==> config.mk <==
export PLATFORM = sky130hd
export DESIGN_NAME = rbo_cross
export DESIGN_NICKNAME = d
export VERILOG_FILES = /design/src/rtl/core/rbo_pkg.sv /design/src/rtl/core/rbo_cross.sv
export SDC_FILE = /design/constraint.sdc
export NUM_CORES = 2
export LEC_CHECK = 0
export ABC_AREA = 1
export ABC_CLOCK_PERIOD_IN_PS = 7520
export BUFFER_PORTS_ARGS = -buffer_cell sky130_fd_sc_hd__buf_2
export CAP_MARGIN = 20
export CELL_PAD_IN_SITES_DETAIL_PLACEMENT = 0
export CELL_PAD_IN_SITES_GLOBAL_PLACEMENT = 1
export CORE_AREA = 2 2 409 411
export CTS_CLUSTER_SIZE = 28
export DETAILED_ROUTE_END_ITERATION = 10
export DIE_AREA = 0 0 411 413
export PLACE_DENSITY = 0.91
export SYNTH_ARGS = -nofsm -noshare
export SYNTH_HDL_FRONTEND = slang
export SYNTH_SLANG_ARGS = --single-unit
==> constraint.sdc <==
create_clock -name aclk -period 7.52 [get_ports aclk]
set_input_delay 0.376 -clock aclk [delete_from_list [all_inputs] [get_ports aclk]]
set_output_delay 0.376 -clock aclk [all_outputs]
set_load 0.1 [all_outputs]
==> src/rtl/core/rbo_pkg.sv <==
`timescale 1ns / 1ps
// Package for the rotation basis orthonormalizer: widths, payload types, sideband struct.
// No dependencies; used by rbo_norm, rbo_cross and the top level.
package rbo_pkg;

    // Component format: signed Q2.(COMPONENT_WIDTH-2)
    localparam int COMPONENT_WIDTH = 16;
    localparam int FRAC_BITS       = COMPONENT_WIDTH - 2;

    // Vector fed to a normalizer: wide enough for an exact cross product
    // of two unit vectors (each component at most 2^FRAC_BITS in magnitude).
    localparam int VEC_W  = 2 * FRAC_BITS + 3;
    // Magnitudes never reach 2^(VEC_W-1): inputs and cross products stay below.
    localparam int MAG_W  = VEC_W - 1;
    localparam int SQ_W   = 2 * MAG_W;
    localparam int SUM_W  = SQ_W + 2;
    localparam int ROOT_W = SUM_W / 2;
    // Dividend of the rounding divide and quotient width (quotient <= 2^FRAC_BITS)
    localparam int NUM_W  = MAG_W + FRAC_BITS + 1;
    localparam int Q_W    = FRAC_BITS + 1;

    typedef logic [COMPONENT_WIDTH-1:0] comp_t;
    typedef comp_t [2:0]                vec3_t;
    typedef logic [2:0][VEC_W-1:0]      wvec_t;

    // Data that rides along a normalizer: two finished axes and the flag so far
    typedef struct packed {
        vec3_t va;
        vec3_t vb;
        logic  deg;
    } side_t;

    // One finished result
    typedef struct packed {
        vec3_t x;
        vec3_t y;
        vec3_t z;
        logic  deg;
    } res_t;

endpackage

==> src/rtl/core/rbo_cross.sv <==
`timescale 1ns / 1ps
// Two-stage exact cross product of two unit vectors (products, then differences).
// Uses rbo_pkg; feeds rbo_norm.
module rbo_cross (
    input  logic           aclk,
    input  logic           aresetn,
    input  logic           en,
    input  logic           in_valid,
    input  rbo_pkg::vec3_t in_a,
    input  rbo_pkg::vec3_t in_b,
    input  rbo_pkg::side_t in_side,
    output logic           out_valid,
    output rbo_pkg::wvec_t out_vec,
    output rbo_pkg::side_t out_side
);

    localparam int VEC_W = rbo_pkg::VEC_W;
    localparam int CW    = rbo_pkg::COMPONENT_WIDTH;

    // stage 1: the six products
    logic                    p_valid_reg;
    logic signed [VEC_W-1:0] p_reg  [6];
    logic signed [VEC_W-1:0] p_next [6];
    rbo_pkg::side_t          p_side_reg;

    always_comb begin
        logic signed [CW-1:0] a0, a1, a2, b0, b1, b2;
        a0 = in_a[0];
        a1 = in_a[1];
        a2 = in_a[2];
        b0 = in_b[0];
        b1 = in_b[1];
        b2 = in_b[2];
        p_next[0] = a1 * b2;
        p_next[1] = a2 * b1;
        p_next[2] = a2 * b0;
        p_next[3] = a0 * b2;
        p_next[4] = a0 * b1;
        p_next[5] = a1 * b0;
    end

    always_ff @(posedge aclk) begin
        if (!aresetn) begin
            p_valid_reg <= 1'b0;
        end else if (en) begin
            p_valid_reg <= in_valid;
        end
    end

    always_ff @(posedge aclk) begin
        if (en) begin
            p_reg      <= p_next;
            p_side_reg <= in_side;
        end
    end

    // stage 2: differences
    logic           r_valid_reg;
    rbo_pkg::wvec_t r_vec_reg, r_vec_next;
    rbo_pkg::side_t r_side_reg;

    always_comb begin
        r_vec_next[0] = p_reg[0] - p_reg[1];
        r_vec_next[1] = p_reg[2] - p_reg[3];
        r_vec_next[2] = p_reg[4] - p_reg[5];
    end

    always_ff @(posedge aclk) begin
        if (!aresetn) begin
            r_valid_reg <= 1'b0;
        end else if (en) begin
            r_valid_reg <= p_valid_reg;
        end
    end

    always_ff @(posedge aclk) begin
        if (en) begin
            r_vec_reg  <= r_vec_next;
            r_side_reg <= p_side_reg;
        end
    end

    assign out_valid = r_valid_reg;
    assign out_vec   = r_vec_reg;
    assign out_side  = r_side_reg;

endmodule

==> flow_summary.ini <==
[critical_path]
cpMostUsedCell = fa_1
critPathLaunchType = input pin
r2r_slack_ns = 4.95
worstPathMaxFanout = 32
crit_chain = buf_2 -> nand2_1 -> inv_1 -> fa_1 -> inv_1 -> fa_1 -> inv_1 -> fa_1 -> fa_1 -> fa_1 -> fa_1 -> ha_1 -> nand2_1 -> nor3_1 -> and3_1 -> nand2_1 -> nand4_1 -> nand2_1
crit_arrival_ns = 6.36
cp.required_ns = 7.92
cp-end-kind = flip-flop
critical_path.top_delay_family = adder cells
critPathKind = in2reg
slowest_delay_ns = 0.66
critical-path-slowest-cell = buf_2
crit_buf_inv = 4

[global_routing]
grt_max_degree = 180
grt_pass1_vias = 66900
grt_usage_pct = 27.6
grt_overflow_total = 0
antenna_found_initial = 27
grt_first_pass_wirelength_mm = 365

[logic_synthesis]
synth_top_area_share_pct = 37.5
netlist_area_um2 = 82200
synth_fp_nets = 12100
async_flop_share_pct = 0
ys_ff_latch = 475
synth.avg_cell_area_um2 = 8.38
yosys.cell_types.count = 42
post-synth-top-count-cell = inv_1
synth_edf_count = 473
ys_top_cells_by_area = fa_1 37%, edfxtp_1 17%, inv_1 13%, nand2_1 11%, ha_1 8.7%
yosys_warnings = 0
synth-main-ff-cell = edfxtp_1
ys_seq_area_share_pct = 17.3
netlist_instances = 9812
synth_commonest_cells = 2,873 x inv_1, 2,481 x nand2_1, 1,539 x fa_1, 570 x ha_1, 473 x edfxtp_1
synth_top_area_cell = fa_1

[clocking]
cts_made_buffers = 56
cts_resized = 0
cts_htree_levels = 2
insertion_delay_ns = 0.68
cts_tree = yes
clock_sinks = 475
cts_buffer_depth = 3
clkTransAtPathRegs_ns = 0.06
cts-root-buf = clkbuf_16

[die]
die-width_um = 411
rows = 150
die-height_um = 413
ios = 388
dieArea_um2 = 170000
initial_core_util_pct = 49.5
coreArea_um2 = 166000

[sta]
rsz0062_at_grt = no
finalMaxSlewViolations = 0
period_share_pct = 79.2
hold_viol_final = 0
relSlewSlack_pct = 26.5
final-setup-viol-count = 0
timing.fmax_mhz = 168
worst_pin_slew_ns = 1.10
fin_setup_tns_ns = 0
period_needed_ns = 5.96
skew_ns = 0.0233

[placed_design]
port_buffers = 387
place_congestion = 0.944
dp_hpwl_mm = 187

[routing]
vias = 63100
drt_iter0_markers = 4636
via_per_inst = 5.09
dr_wl_met2_mm = 110
top_layer = met5
wl_per_cell_um = 18.5
m1WireLength_mm = 93.9
wl_met3_mm = 18.0
wirelength_mm = 230
route.detailed.drc = 0
firstDrtPassIters = 6
ant_nets = 0

[cells_and_area]
drive_above_1_share_pct = 6.11
syn_to_final_growth_pct = 8.54
final_nets = 12400
largest_reg_flops = 186
nFillCells = 15500

[hold_path]
hp-class = in2reg

[run_status]
status = complete, no violations

[flow_run]
max-cap-violations = 0
[cell type report]
type	count	area, um^2	share of cell area (%)
clock buffer	62	1420	1.60
clock inverter	41	364	0.408
multi-input combinational	6166	56000	62.8
sequential	475	14200	16.0
tap	2204	2760	3.09
antenna	9	22.5	0.0252
timing repair buffer	566	3580	4.01
inverter	2877	10800	12.1
[final timing paths]
check | startpoint | end | cells after the start
setup / recovery | in_b[1] | p_reg[26] | 18
hold / removal | en | out_vec[63] | 1
setup reg to reg | p_reg[139] | out_vec[29] | 12
hold reg to reg | p_side_reg[30] | out_side[30] | 0
[through the flow]
step,std cells,utilization [%],instance area [um^2],setup WS [ns],hold WS [ns]
finish,12400,53.8,89200,1.56,0.267
global route,12400,53.8,89200,1.20,0.302
CTS,12400,53.8,89200,1.71,0.250
detailed placement,12200,52.1,86400,1.01,0.405
global placement,12200,52.1,86400,1.06,0.400
floorplan,9812,-,82200,1.76,0.400
[cell usage in the layout, fill, tap and decap left out, types with 157 or more instances in the layout]
cell type / count
inv_1: 2873
nand2_1: 2481
fa_1: 1539
ha_1: 570
edfxtp_1: 473
nor2_1: 386
buf_2: 386
a21oi_1: 268
nand3_1: 252
xor2_1: 157
[per-layer routing]
metal | vias up | track usage (%)
met3 | 399 | 5.03
li1 | 29200 | -
met2 | 2174 | 46.5
met1 | 31300 | 36.3
met4 | 20 | 8.46
met5 | - | 0
[cells by family after synthesis]
| logic type | share of synthesized area, % |
|---|---|
| simple gates | 16.3 |
| buf+inv | 14.5 |
| fa+ha+maj | 46.2 |
| compound gates | 3.61 |
| flops | 17.3 |
| xor+xnor | 2.05 |
[what timing repair did]
action,in CTS,in global routing
hold endpoints to repair,99,0
hold buffers,99,0
buffers inserted,0,0
Power is not shown: default switching activity piles up to over one toggle a cycle in this logic, so the estimate is an artifact.
